`src/saf_pkg.sv`:
```
// ----------------------------------------------------------------------------
// saf_pkg
// Shared types, codes and constants of the signed advertisement filter.
// ----------------------------------------------------------------------------
package saf_pkg;

  localparam int WINDOW_DEPTH_DEF = 16;
  localparam int SIG_BYTES_DEF    = 8;
  localparam int PACKET_BYTES_DEF = 26;

  localparam logic [7:0]  MAGIC_B0   = 8'hFF;
  localparam logic [7:0]  MAGIC_B1   = 8'hFF;
  localparam logic [7:0]  MAGIC_B2   = 8'h48;
  localparam logic [7:0]  MAGIC_B3   = 8'h42;
  localparam logic [31:0] MAGIC_WORD = {MAGIC_B3, MAGIC_B2, MAGIC_B1, MAGIC_B0};
  localparam logic [3:0]  NIBBLE_MASK = 4'hF;

  localparam int CFG_IDX_W  = 3;
  localparam int CFG_DATA_W = 48;

  localparam logic [31:0] HOLDOFF_RST = 32'd3000;
  localparam logic [23:0] BAL_LIM_RST = 24'hFFFFFF;

  typedef enum logic [CFG_IDX_W-1:0] {
    CFG_FILTER_ENABLED = 3'd0,
    CFG_OWN_TARGET_ID  = 3'd1,
    CFG_EXP_HEADER     = 3'd2,
    CFG_HOLDOFF_MS     = 3'd3,
    CFG_BALANCE_LIMIT  = 3'd4
  } cfg_idx_t;

  typedef enum logic [2:0] {
    ACT_IGNORE = 3'd0,
    ACT_ADD    = 3'd1,
    ACT_SUB    = 3'd2,
    ACT_FAIL   = 3'd3,
    ACT_SYNC   = 3'd4,
    ACT_PET    = 3'd5
  } action_t;

  typedef enum logic [3:0] {
    RSN_OK       = 4'd0,
    RSN_DISABLED = 4'd1,
    RSN_LENGTH   = 4'd2,
    RSN_MAGIC    = 4'd3,
    RSN_VERSION  = 4'd4,
    RSN_NOT_MINE = 4'd5,
    RSN_RATE_LIM = 4'd6,
    RSN_BAD_MAC  = 4'd7,
    RSN_BALANCE  = 4'd8,
    RSN_REPLAY   = 4'd9,
    RSN_BAD_OP   = 4'd10
  } reason_t;

  typedef enum logic [2:0] {
    ST_IDLE,
    ST_CHECK,
    ST_SCAN,
    ST_DRAIN,
    ST_EMIT
  } state_t;

  typedef struct packed {
    logic load;
    logic check;
    logic scan;
    logic emit;
  } saf_cmd_t;

  typedef struct packed {
    logic early_stop;
    logic win_empty;
    logic scan_last;
  } saf_status_t;

endpackage

```
`src/saf_ctrl.sv`:
```
// ----------------------------------------------------------------------------
// saf_ctrl
// Sequencer: take a transfer, run the checks, walk the replay window and
// hand the verdict to the output register.
// ----------------------------------------------------------------------------
module saf_ctrl (
  input  logic                 clk,
  input  logic                 rst_n,
  input  logic                 in_valid,
  output logic                 in_ready,
  output logic                 out_valid,
  input  logic                 out_ready,
  input  saf_pkg::saf_status_t status_i,
  output saf_pkg::saf_cmd_t    cmd_o
);

  saf_pkg::state_t state_r, state_nxt;
  logic            out_valid_r, out_valid_nxt;
  logic            out_free;

  assign out_free  = !out_valid_r || out_ready;
  assign in_ready  = (state_r == saf_pkg::ST_IDLE);
  assign out_valid = out_valid_r;

  always_ff @(posedge clk) begin
    if (!rst_n) begin
      state_r     <= saf_pkg::ST_IDLE;
      out_valid_r <= 1'b0;
    end else begin
      state_r     <= state_nxt;
      out_valid_r <= out_valid_nxt;
    end
  end

  always_comb begin
    state_nxt = state_r;
    cmd_o     = '0;
    unique case (state_r)
      saf_pkg::ST_IDLE: begin
        if (in_valid) begin
          cmd_o.load = 1'b1;
          state_nxt  = saf_pkg::ST_CHECK;
        end
      end
      saf_pkg::ST_CHECK: begin
        cmd_o.check = 1'b1;
        state_nxt   = saf_pkg::ST_EMIT;
        if (!status_i.early_stop && !status_i.win_empty) state_nxt = saf_pkg::ST_SCAN;
      end
      saf_pkg::ST_SCAN: begin
        cmd_o.scan = 1'b1;
        if (status_i.scan_last) state_nxt = saf_pkg::ST_DRAIN;
      end
      saf_pkg::ST_DRAIN: begin
        state_nxt = saf_pkg::ST_EMIT;
      end
      saf_pkg::ST_EMIT: begin
        if (out_free) begin
          cmd_o.emit = 1'b1;
          state_nxt  = saf_pkg::ST_IDLE;
        end
      end
      default: state_nxt = saf_pkg::ST_IDLE;
    endcase
  end

  always_comb begin
    out_valid_nxt = out_valid_r;
    if (cmd_o.emit) out_valid_nxt = 1'b1;
    else if (out_ready) out_valid_nxt = 1'b0;
  end

endmodule

```
`src/saf_datapath.sv`:
```
// ----------------------------------------------------------------------------
// saf_datapath
// Configuration registers, item checks from length to opcode, replay window
// memory with its walk, bad-signature holdoff state and output register.
// ----------------------------------------------------------------------------
module saf_datapath #(
  parameter int WINDOW_DEPTH = saf_pkg::WINDOW_DEPTH_DEF,
  parameter int SIG_BYTES    = saf_pkg::SIG_BYTES_DEF,
  parameter int PACKET_BYTES = saf_pkg::PACKET_BYTES_DEF
) (
  input  logic                           clk,
  input  logic                           rst_n,
  input  logic                           cfg_we,
  input  logic [saf_pkg::CFG_IDX_W-1:0]  cfg_index,
  input  logic [saf_pkg::CFG_DATA_W-1:0] cfg_data,
  input  logic [7:0]                     in_packet_length,
  input  logic [31:0]                    in_magic_word,
  input  logic [7:0]                     in_header_byte,
  input  logic [7:0]                     in_opcode,
  input  logic [47:0]                    in_target_id,
  input  logic [23:0]                    in_sequence_nonce,
  input  logic [23:0]                    in_balance_value,
  input  logic [63:0]                    in_signature,
  input  logic [63:0]                    in_computed_mac,
  input  logic                           in_mac_valid,
  input  logic [31:0]                    in_now_ms,
  input  saf_pkg::saf_cmd_t              cmd_i,
  output saf_pkg::saf_status_t           status_o,
  output logic [2:0]                     out_result_action,
  output logic [3:0]                     out_reason_code,
  output logic [23:0]                    out_balance_out,
  output logic [23:0]                    out_sequence_out
);

  localparam int SIG_W  = 8 * SIG_BYTES;
  localparam int IDX_W  = (WINDOW_DEPTH > 1) ? $clog2(WINDOW_DEPTH) : 1;
  localparam int FILL_W = $clog2(WINDOW_DEPTH + 1);

  // configuration
  logic        en_r;
  logic [47:0] own_id_r;
  logic [7:0]  exp_hdr_r;
  logic [31:0] holdoff_r;
  logic [23:0] bal_lim_r;

  always_ff @(posedge clk) begin
    if (!rst_n) begin
      en_r      <= 1'b1;
      own_id_r  <= '0;
      exp_hdr_r <= '0;
      holdoff_r <= saf_pkg::HOLDOFF_RST;
      bal_lim_r <= saf_pkg::BAL_LIM_RST;
    end else if (cfg_we) begin
      case (cfg_index)
        saf_pkg::CFG_FILTER_ENABLED: en_r      <= cfg_data[0];
        saf_pkg::CFG_OWN_TARGET_ID:  own_id_r  <= cfg_data[47:0];
        saf_pkg::CFG_EXP_HEADER:     exp_hdr_r <= cfg_data[7:0];
        saf_pkg::CFG_HOLDOFF_MS:     holdoff_r <= cfg_data[31:0];
        saf_pkg::CFG_BALANCE_LIMIT:  bal_lim_r <= cfg_data[23:0];
        default: ;
      endcase
    end
  end

  // latched item
  logic [7:0]       len_r;
  logic [31:0]      magic_r;
  logic [7:0]       hdr_r;
  logic [7:0]       op_r;
  logic [47:0]      target_r;
  logic [23:0]      seq_r;
  logic [23:0]      bal_r;
  logic [SIG_W-1:0] sig_r;
  logic [SIG_W-1:0] mac_r;
  logic             mac_ok_r;
  logic [31:0]      now_r;

  always_ff @(posedge clk) begin
    if (cmd_i.load) begin
      len_r    <= in_packet_length;
      magic_r  <= in_magic_word;
      hdr_r    <= in_header_byte;
      op_r     <= in_opcode;
      target_r <= in_target_id;
      seq_r    <= in_sequence_nonce;
      bal_r    <= in_balance_value;
      sig_r    <= in_signature[SIG_W-1:0];
      mac_r    <= in_computed_mac[SIG_W-1:0];
      mac_ok_r <= in_mac_valid;
      now_r    <= in_now_ms;
    end
  end

  // early checks
  logic             bad_rep_r;
  logic [31:0]      last_bad_r;
  logic [31:0]      elapsed;
  saf_pkg::reason_t early_rsn, early_rsn_r;

  assign elapsed = now_r - last_bad_r;

  always_comb begin
    early_rsn = saf_pkg::RSN_OK;
    if (!en_r) early_rsn = saf_pkg::RSN_DISABLED;
    else if (len_r != 8'(PACKET_BYTES)) early_rsn = saf_pkg::RSN_LENGTH;
    else if (magic_r != saf_pkg::MAGIC_WORD) early_rsn = saf_pkg::RSN_MAGIC;
    else if ((hdr_r[3:0] & saf_pkg::NIBBLE_MASK) != (exp_hdr_r[3:0] & saf_pkg::NIBBLE_MASK))
      early_rsn = saf_pkg::RSN_MAGIC;
    else if (hdr_r[7:4] != exp_hdr_r[7:4]) early_rsn = saf_pkg::RSN_VERSION;
    else if (target_r != own_id_r) early_rsn = saf_pkg::RSN_NOT_MINE;
    else if (!mac_ok_r || (mac_r != sig_r)) begin
      if (bad_rep_r && (elapsed < holdoff_r)) early_rsn = saf_pkg::RSN_RATE_LIM;
      else early_rsn = saf_pkg::RSN_BAD_MAC;
    end else if (bal_r > bal_lim_r) early_rsn = saf_pkg::RSN_BALANCE;
  end

  always_ff @(posedge clk) begin
    if (cmd_i.check) early_rsn_r <= early_rsn;
  end

  // replay window
  logic [SIG_W-1:0]  mem [WINDOW_DEPTH];
  logic [SIG_W-1:0]  rd_data_r;
  logic              rd_vld_r;
  logic              hit_r;
  logic [IDX_W-1:0]  idx_r;
  logic [IDX_W-1:0]  next_r;
  logic [FILL_W-1:0] fill_r;
  logic              record;

  always_ff @(posedge clk) begin
    if (cmd_i.scan) rd_data_r <= mem[idx_r];
    if (record) mem[next_r] <= sig_r;
  end

  always_ff @(posedge clk) begin
    if (!rst_n) begin
      rd_vld_r <= 1'b0;
      hit_r    <= 1'b0;
      idx_r    <= '0;
    end else begin
      rd_vld_r <= cmd_i.scan;
      if (cmd_i.check) begin
        idx_r <= '0;
        hit_r <= 1'b0;
      end else begin
        if (cmd_i.scan) idx_r <= idx_r + 1'b1;
        if (rd_vld_r && (rd_data_r == sig_r)) hit_r <= 1'b1;
      end
    end
  end

  assign status_o.early_stop = (early_rsn != saf_pkg::RSN_OK);
  assign status_o.win_empty  = (fill_r == '0);
  assign status_o.scan_last  = ((FILL_W'(idx_r) + 1'b1) == fill_r);

  // verdict
  saf_pkg::reason_t fin_rsn;
  saf_pkg::action_t fin_act;
  logic             op_ok;

  assign op_ok = (op_r >= 8'(saf_pkg::ACT_ADD)) && (op_r <= 8'(saf_pkg::ACT_PET));

  always_comb begin
    fin_rsn = early_rsn_r;
    if (early_rsn_r == saf_pkg::RSN_OK) begin
      if (hit_r) fin_rsn = saf_pkg::RSN_REPLAY;
      else if (!op_ok) fin_rsn = saf_pkg::RSN_BAD_OP;
    end
    case (fin_rsn)
      saf_pkg::RSN_OK:      fin_act = saf_pkg::action_t'(op_r[2:0]);
      saf_pkg::RSN_BAD_MAC: fin_act = saf_pkg::ACT_FAIL;
      default:              fin_act = saf_pkg::ACT_IGNORE;
    endcase
  end

  assign record = cmd_i.emit && (fin_rsn == saf_pkg::RSN_OK);

  always_ff @(posedge clk) begin
    if (!rst_n) begin
      fill_r     <= '0;
      next_r     <= '0;
      bad_rep_r  <= 1'b0;
      last_bad_r <= '0;
    end else begin
      if (record) begin
        if (next_r == IDX_W'(WINDOW_DEPTH - 1)) next_r <= '0;
        else next_r <= next_r + 1'b1;
        if (fill_r != FILL_W'(WINDOW_DEPTH)) fill_r <= fill_r + 1'b1;
      end
      if (cmd_i.emit && (fin_rsn == saf_pkg::RSN_BAD_MAC)) begin
        bad_rep_r  <= 1'b1;
        last_bad_r <= now_r;
      end
    end
  end

  // output register
  always_ff @(posedge clk) begin
    if (!rst_n) begin
      out_result_action <= '0;
      out_reason_code   <= '0;
      out_balance_out   <= '0;
      out_sequence_out  <= '0;
    end else if (cmd_i.emit) begin
      out_result_action <= fin_act;
      out_reason_code   <= fin_rsn;
      out_balance_out   <= record ? bal_r : '0;
      out_sequence_out  <= record ? seq_r : '0;
    end
  end

  a_fill_bound: assert property (@(posedge clk) disable iff (!rst_n)
    fill_r <= FILL_W'(WINDOW_DEPTH))
    else $error("window fill beyond depth");

  a_scan_in_fill: assert property (@(posedge clk) disable iff (!rst_n)
    cmd_i.scan |-> (FILL_W'(idx_r) < fill_r))
    else $error("window walk past fill");

  a_fill_grow: assert property (@(posedge clk) disable iff (!rst_n)
    (record && (fill_r != FILL_W'(WINDOW_DEPTH))) |=> (fill_r == $past(fill_r) + 1'b1))
    else $error("fill did not advance on record");

  a_payload_ok: assert property (@(posedge clk) disable iff (!rst_n)
    ((out_balance_out != '0) || (out_sequence_out != '0)) |->
      (out_reason_code == saf_pkg::RSN_OK))
    else $error("balance or sequence reported on reject");

endmodule

```
`src/signed_advert_filter.sv`:
```
// ----------------------------------------------------------------------------
// signed_advert_filter
// Verdict engine for received signed advertisements.
// ----------------------------------------------------------------------------
// One input transfer carries a decoded advertisement with its externally
// computed MAC and the current millisecond time; one output transfer carries
// the verdict: action, reason, and balance and sequence when accepted.
// The cfg channel writes the five registers by index and is always ready;
// write it only while the block is idle.
// An item passes from the input transfer through the checks, the walk of the
// replay window over its F filled entries (1 to WINDOW_DEPTH), a drain step
// and the output register; the walk is skipped when an earlier check decides
// or the window is empty. The walk reads one window entry per cycle from a
// single-port memory. A new item is taken only once the last verdict is emitted.
// A result waits in the output register while the receiver stalls; the next
// item is taken and checked meanwhile and holds before its own output stage.
// Reset restores register defaults and empties the replay window.
// ----------------------------------------------------------------------------
module signed_advert_filter #(
  parameter int WINDOW_DEPTH = saf_pkg::WINDOW_DEPTH_DEF,
  parameter int SIG_BYTES    = saf_pkg::SIG_BYTES_DEF,
  parameter int PACKET_BYTES = saf_pkg::PACKET_BYTES_DEF
) (
  input  logic                           clk,
  input  logic                           rst_n,
  input  logic                           in_valid,
  output logic                           in_ready,
  input  logic [7:0]                     in_packet_length,
  input  logic [31:0]                    in_magic_word,
  input  logic [7:0]                     in_header_byte,
  input  logic [7:0]                     in_opcode,
  input  logic [47:0]                    in_target_id,
  input  logic [23:0]                    in_sequence_nonce,
  input  logic [23:0]                    in_balance_value,
  input  logic [63:0]                    in_signature,
  input  logic [63:0]                    in_computed_mac,
  input  logic                           in_mac_valid,
  input  logic [31:0]                    in_now_ms,
  output logic                           out_valid,
  input  logic                           out_ready,
  output logic [2:0]                     out_result_action,
  output logic [3:0]                     out_reason_code,
  output logic [23:0]                    out_balance_out,
  output logic [23:0]                    out_sequence_out,
  input  logic                           cfg_valid,
  output logic                           cfg_ready,
  input  logic [saf_pkg::CFG_IDX_W-1:0]  cfg_index,
  input  logic [saf_pkg::CFG_DATA_W-1:0] cfg_data
);

  saf_pkg::saf_cmd_t    cmd;
  saf_pkg::saf_status_t status;

  assign cfg_ready = 1'b1;

  saf_ctrl u_ctrl (
    .clk       (clk),
    .rst_n     (rst_n),
    .in_valid  (in_valid),
    .in_ready  (in_ready),
    .out_valid (out_valid),
    .out_ready (out_ready),
    .status_i  (status),
    .cmd_o     (cmd)
  );

  saf_datapath #(
    .WINDOW_DEPTH (WINDOW_DEPTH),
    .SIG_BYTES    (SIG_BYTES),
    .PACKET_BYTES (PACKET_BYTES)
  ) u_datapath (
    .clk               (clk),
    .rst_n             (rst_n),
    .cfg_we            (cfg_valid && cfg_ready),
    .cfg_index         (cfg_index),
    .cfg_data          (cfg_data),
    .in_packet_length  (in_packet_length),
    .in_magic_word     (in_magic_word),
    .in_header_byte    (in_header_byte),
    .in_opcode         (in_opcode),
    .in_target_id      (in_target_id),
    .in_sequence_nonce (in_sequence_nonce),
    .in_balance_value  (in_balance_value),
    .in_signature      (in_signature),
    .in_computed_mac   (in_computed_mac),
    .in_mac_valid      (in_mac_valid),
    .in_now_ms         (in_now_ms),
    .cmd_i             (cmd),
    .status_o          (status),
    .out_result_action (out_result_action),
    .out_reason_code   (out_reason_code),
    .out_balance_out   (out_balance_out),
    .out_sequence_out  (out_sequence_out)
  );

endmodule

```
`config.mk`:
```
export PLATFORM = sky130hd
export DESIGN_NAME = signed_advert_filter
export DESIGN_NICKNAME = d
export VERILOG_FILES = /design/src/saf_pkg.sv /design/src/saf_ctrl.sv /design/src/saf_datapath.sv /design/src/signed_advert_filter.sv
export SDC_FILE = /design/constraint.sdc
export NUM_CORES = 2
export LEC_CHECK = 0
export ABC_AREA = 1
export BUFFER_PORTS_ARGS = -buffer_cell sky130_fd_sc_hd__buf_2
export CAP_MARGIN = 20
export CORE_UTILIZATION = 45
export CTS_CLUSTER_SIZE = 20
export DETAILED_ROUTE_END_ITERATION = 7
export SLEW_MARGIN = 20
export SYNTH_ARGS = -nofsm -noshare
export SYNTH_HDL_FRONTEND = slang
export SYNTH_HIERARCHICAL = 1
export SYNTH_SLANG_ARGS = --single-unit
```
`constraint.sdc`:
```
create_clock -name clk -period 28.5 [get_ports clk]
set_input_delay 4.275 -clock clk [delete_from_list [all_inputs] [get_ports clk]]
set_output_delay 4.275 -clock clk [all_outputs]
set_load 0.005 [all_outputs]
```
==> results.tsv <==
metric	value	unit
status	completed	
rsz0062_at_grt	no	
ys_seq_area_frac	0.709	
post_cts_buffers	0	
worstPathArrival	7730	ps
synth_mux_area_frac	0.0297	
synth-adder-area-share	0.0180	
drive_gt1_frac	0.139	
post_cts_resized	0	
slowest_delay	770	ps
areaGrowthSynthToFinish	14.6	%
synth_xor_area_frac	0.0164	
via_count	42300	
setup_viol	0	
grt_pass1_vias	40300	
p_clk_frac	0.417	
rows	139	
synth_warnings	6	
p_sw_frac	0.223	
cpMostUsedCell	nor2_4	
synth_seq_cells	1625	
core	0.144	mm^2
cts_tree	done	
ant_nets	0	
pwr-share-comb	0.049	
start_kind	primary input	
endpoint_kind	register	
remaining_drc_errors	0	
drt_iter0_markers	3907	
stdcell_count	7672	
seqPwrFrac	0.534	
switchingPower	1.12	mW
drt-pass1-iter-count	6	
yosysTopAreaCellShare	0.642	
nFillCells	12300	
gp_congestion	0.860	
synthCells	5185	
cts-htree-levels	4	
drv_cap	0	
multi_input_area	0.0169	mm^2
netlist_area	0.0658	mm^2
io_pins	427	
worstSkewPairLatency	800	ps
nets	6079	
cts_buffers	170	
synth_area_per_cell	12.7	um^2
tns	0	ps
crit_required	28890	ps
crit_chain	buf_2, nor2_8, nor2_4, inv_2, nor2_1, nand3_1, inv_1, nand2_1, nor2_4, buf_4	
critical_path_class	primary input to register	
fin_worst_skew	38.9	ps
synth_nets	5648	
grt_max_degree	255	
place_hpwl	113000	um
synth_top_family_by_area	compound AO/OA/AOI/OAI gates	
synth_top_flop_cell	edfxtp_1	
root_buffer	clkbuf_16	
yosys-top-cells-area	edfxtp_1 64%, dfxtp_1 6.7%, nand2_1 3.8%	
p_int	3.92	mW
hold_viol	0	
initial_core_util	0.456	
vias_per_cell	5.52	
hold_path.class	register to register	
wl_per_cell	23.4	um
cellLeakagePower	26.3	nW
min_period_over_period	0.258	
wl	179000	um
slowest_stage	nor2_4	
grt_usage	0.240	
ctsHoldBuffers	0	
finish.instance_area	0.0753	mm^2
slew_headroom	0.243	
clk_path_buf_depth	3	
async_flop_share	0	
drv_slew	0	
clk_pin_slew_worst_paths	60	ps
min_period	7340	ps
post-synth-top-count-cell	edfxtp_1	
fp.dieH	384	um
ys_types	54	
netlist_top_cells_count	1405 x edfxtp_1, 668 x nand2_1, 595 x nor2_1	
synth_edf_count	1405	
synth_compound_gate_area_share	0.0961	
timing.fmax	136	MHz
synth-simple-area-share	0.0942	
power_density	66.8	mW/mm^2
antenna_found_initial	28	
die_area	0.148	mm^2
yosys.area.top_type	edfxtp_1	
tightest_slew	1130	ps
die_w	384	um
clock-sinks	1625	
overflow	0	
place_inst	7346	
regArea	0.0466	mm^2
place_area	0.0701	mm^2
grt_pass1_wl	261000	um
portBuffers	425	
critPathMaxFanout	53	
ir_drop	0.0000609	V
==> kinds of logic (layout without fill, tap and decap cells) <==
kind of cell / count (synthesis) / in the layout
simple gates: 1516 / 1516
xor+xnor: 123 / 123
buf+inv: 613 / 1189
mux: 195 / 195
other cells: 1 / 9
fa+ha+maj: 94 / 94
flops: 1625 / 1625
compound gates: 1018 / 1018
==> placed cells by master, fill, tap and decap left out, types with 6 or more instances in the layout <==
master	netlist	routed
nand2_1	668	668
a31oi_1	11	11
diode_2	0	8
nor4_1	11	11
inv_6	0	7
clkinv_1	1	36
buf_4	10	81
nand3b_1	9	9
xnor2_1	66	66
a21oi_1	218	218
buf_2	49	424
xor2_1	57	57
o32ai_1	53	53
o22ai_1	8	8
nor3_1	28	27
nor2_1	595	579
clkinv_2	0	23
o211ai_1	80	80
dfxtp_1	220	216
o21ai_0	425	425
nand4_1	31	31
or2_2	21	21
nand3_1	133	133
inv_1	352	349
clkbuf_16	0	171
edfxtp_1	1405	1405
clkbuf_1	179	61
nor2_4	1	17
o221ai_1	196	196
ha_1	93	93
mux2i_1	195	195
bufinv_16	0	8
nor2_2	6	6
==> stage by stage <==
| stage | hold WS [ps] | utilization | power, mW | setup WS, ps |
|---|---|---|---|---|
| 2_1_floorplan | 427 | - | 2.89 | 1930 |
| 3_3_place_gp | 443 | 0.485 | 2.98 | 20420 |
| 3_5_place_dp | 451 | 0.485 | 2.99 | 20370 |
| 4_1_cts | 460 | 0.522 | 5.08 | 21210 |
| 5_1_grt | 472 | 0.522 | 5.20 | 20970 |
| 6_report | 456 | 0.522 | 5.04 | 21160 |
==> registers in the layout, indices dropped and copies added (netlist names), 32 cells and up <==
signal / cells
u_datapath/rd_data_r: 64
u_datapath/target_r: 48
u_datapath/sig_r: 64
u_datapath/last_bad_r: 32
u_datapath/own_id_r: 48
u_datapath/now_r: 32
u_datapath/mem: 1024
u_datapath/holdoff_r: 32
u_datapath/magic_r: 32
u_datapath/mac_r: 64
==> routing by layer <==
layer	wire, um	vias up	track usage
li1	-	19700	-
met1	77200	20800	0.335
met2	82700	1610	0.375
met3	15500	262	0.0563
met4	4020	26	0.0642
met5	161	-	0
==> path summary, 6_finish.rpt <==
kind | from | end | slack [ps] | cells after the start
hold / removal | u_datapath/last_bad_r[29] | u_datapath/last_bad_r[29] | 460 | 2
hold reg to reg | u_datapath/last_bad_r[29] | u_datapath/last_bad_r[29] | 460 | 2
setup reg to reg | u_datapath/idx_r[0] | u_datapath/rd_data_r[11] | 23640 | 8
setup / recovery | out_ready | u_datapath/mem[14][18] | 21160 | 10
==> area by class of cell <==
type / count / share of cell area
diodes: 8 / 0.000266
flip-flops and latches: 1625 / 0.619
clock buffers: 233 / 0.0600
clock inverters: 84 / 0.00953
well taps: 1903 / 0.0316
inverters: 358 / 0.0180
multi-input cells: 2947 / 0.224
repair buffers: 514 / 0.0383
==> power by group through the flow <==
stage / clock [mW] / combinational [mW] / sequential [mW]
2_1_floorplan: 0 / 0.125 / 2.76
3_3_place_gp: 0 / 0.244 / 2.74
3_5_place_dp: 0 / 0.247 / 2.74
4_1_cts: 2.14 / 0.248 / 2.69
5_1_grt: 2.23 / 0.274 / 2.69
6_report: 2.10 / 0.248 / 2.69
==> worst max-delay path: cells and delay by family <==
kind,cells,cell delay [ps]
buffers and inverters,4,1510
AND/OR/NAND/NOR,6,1880
Power figures use the tool's default switching activity.
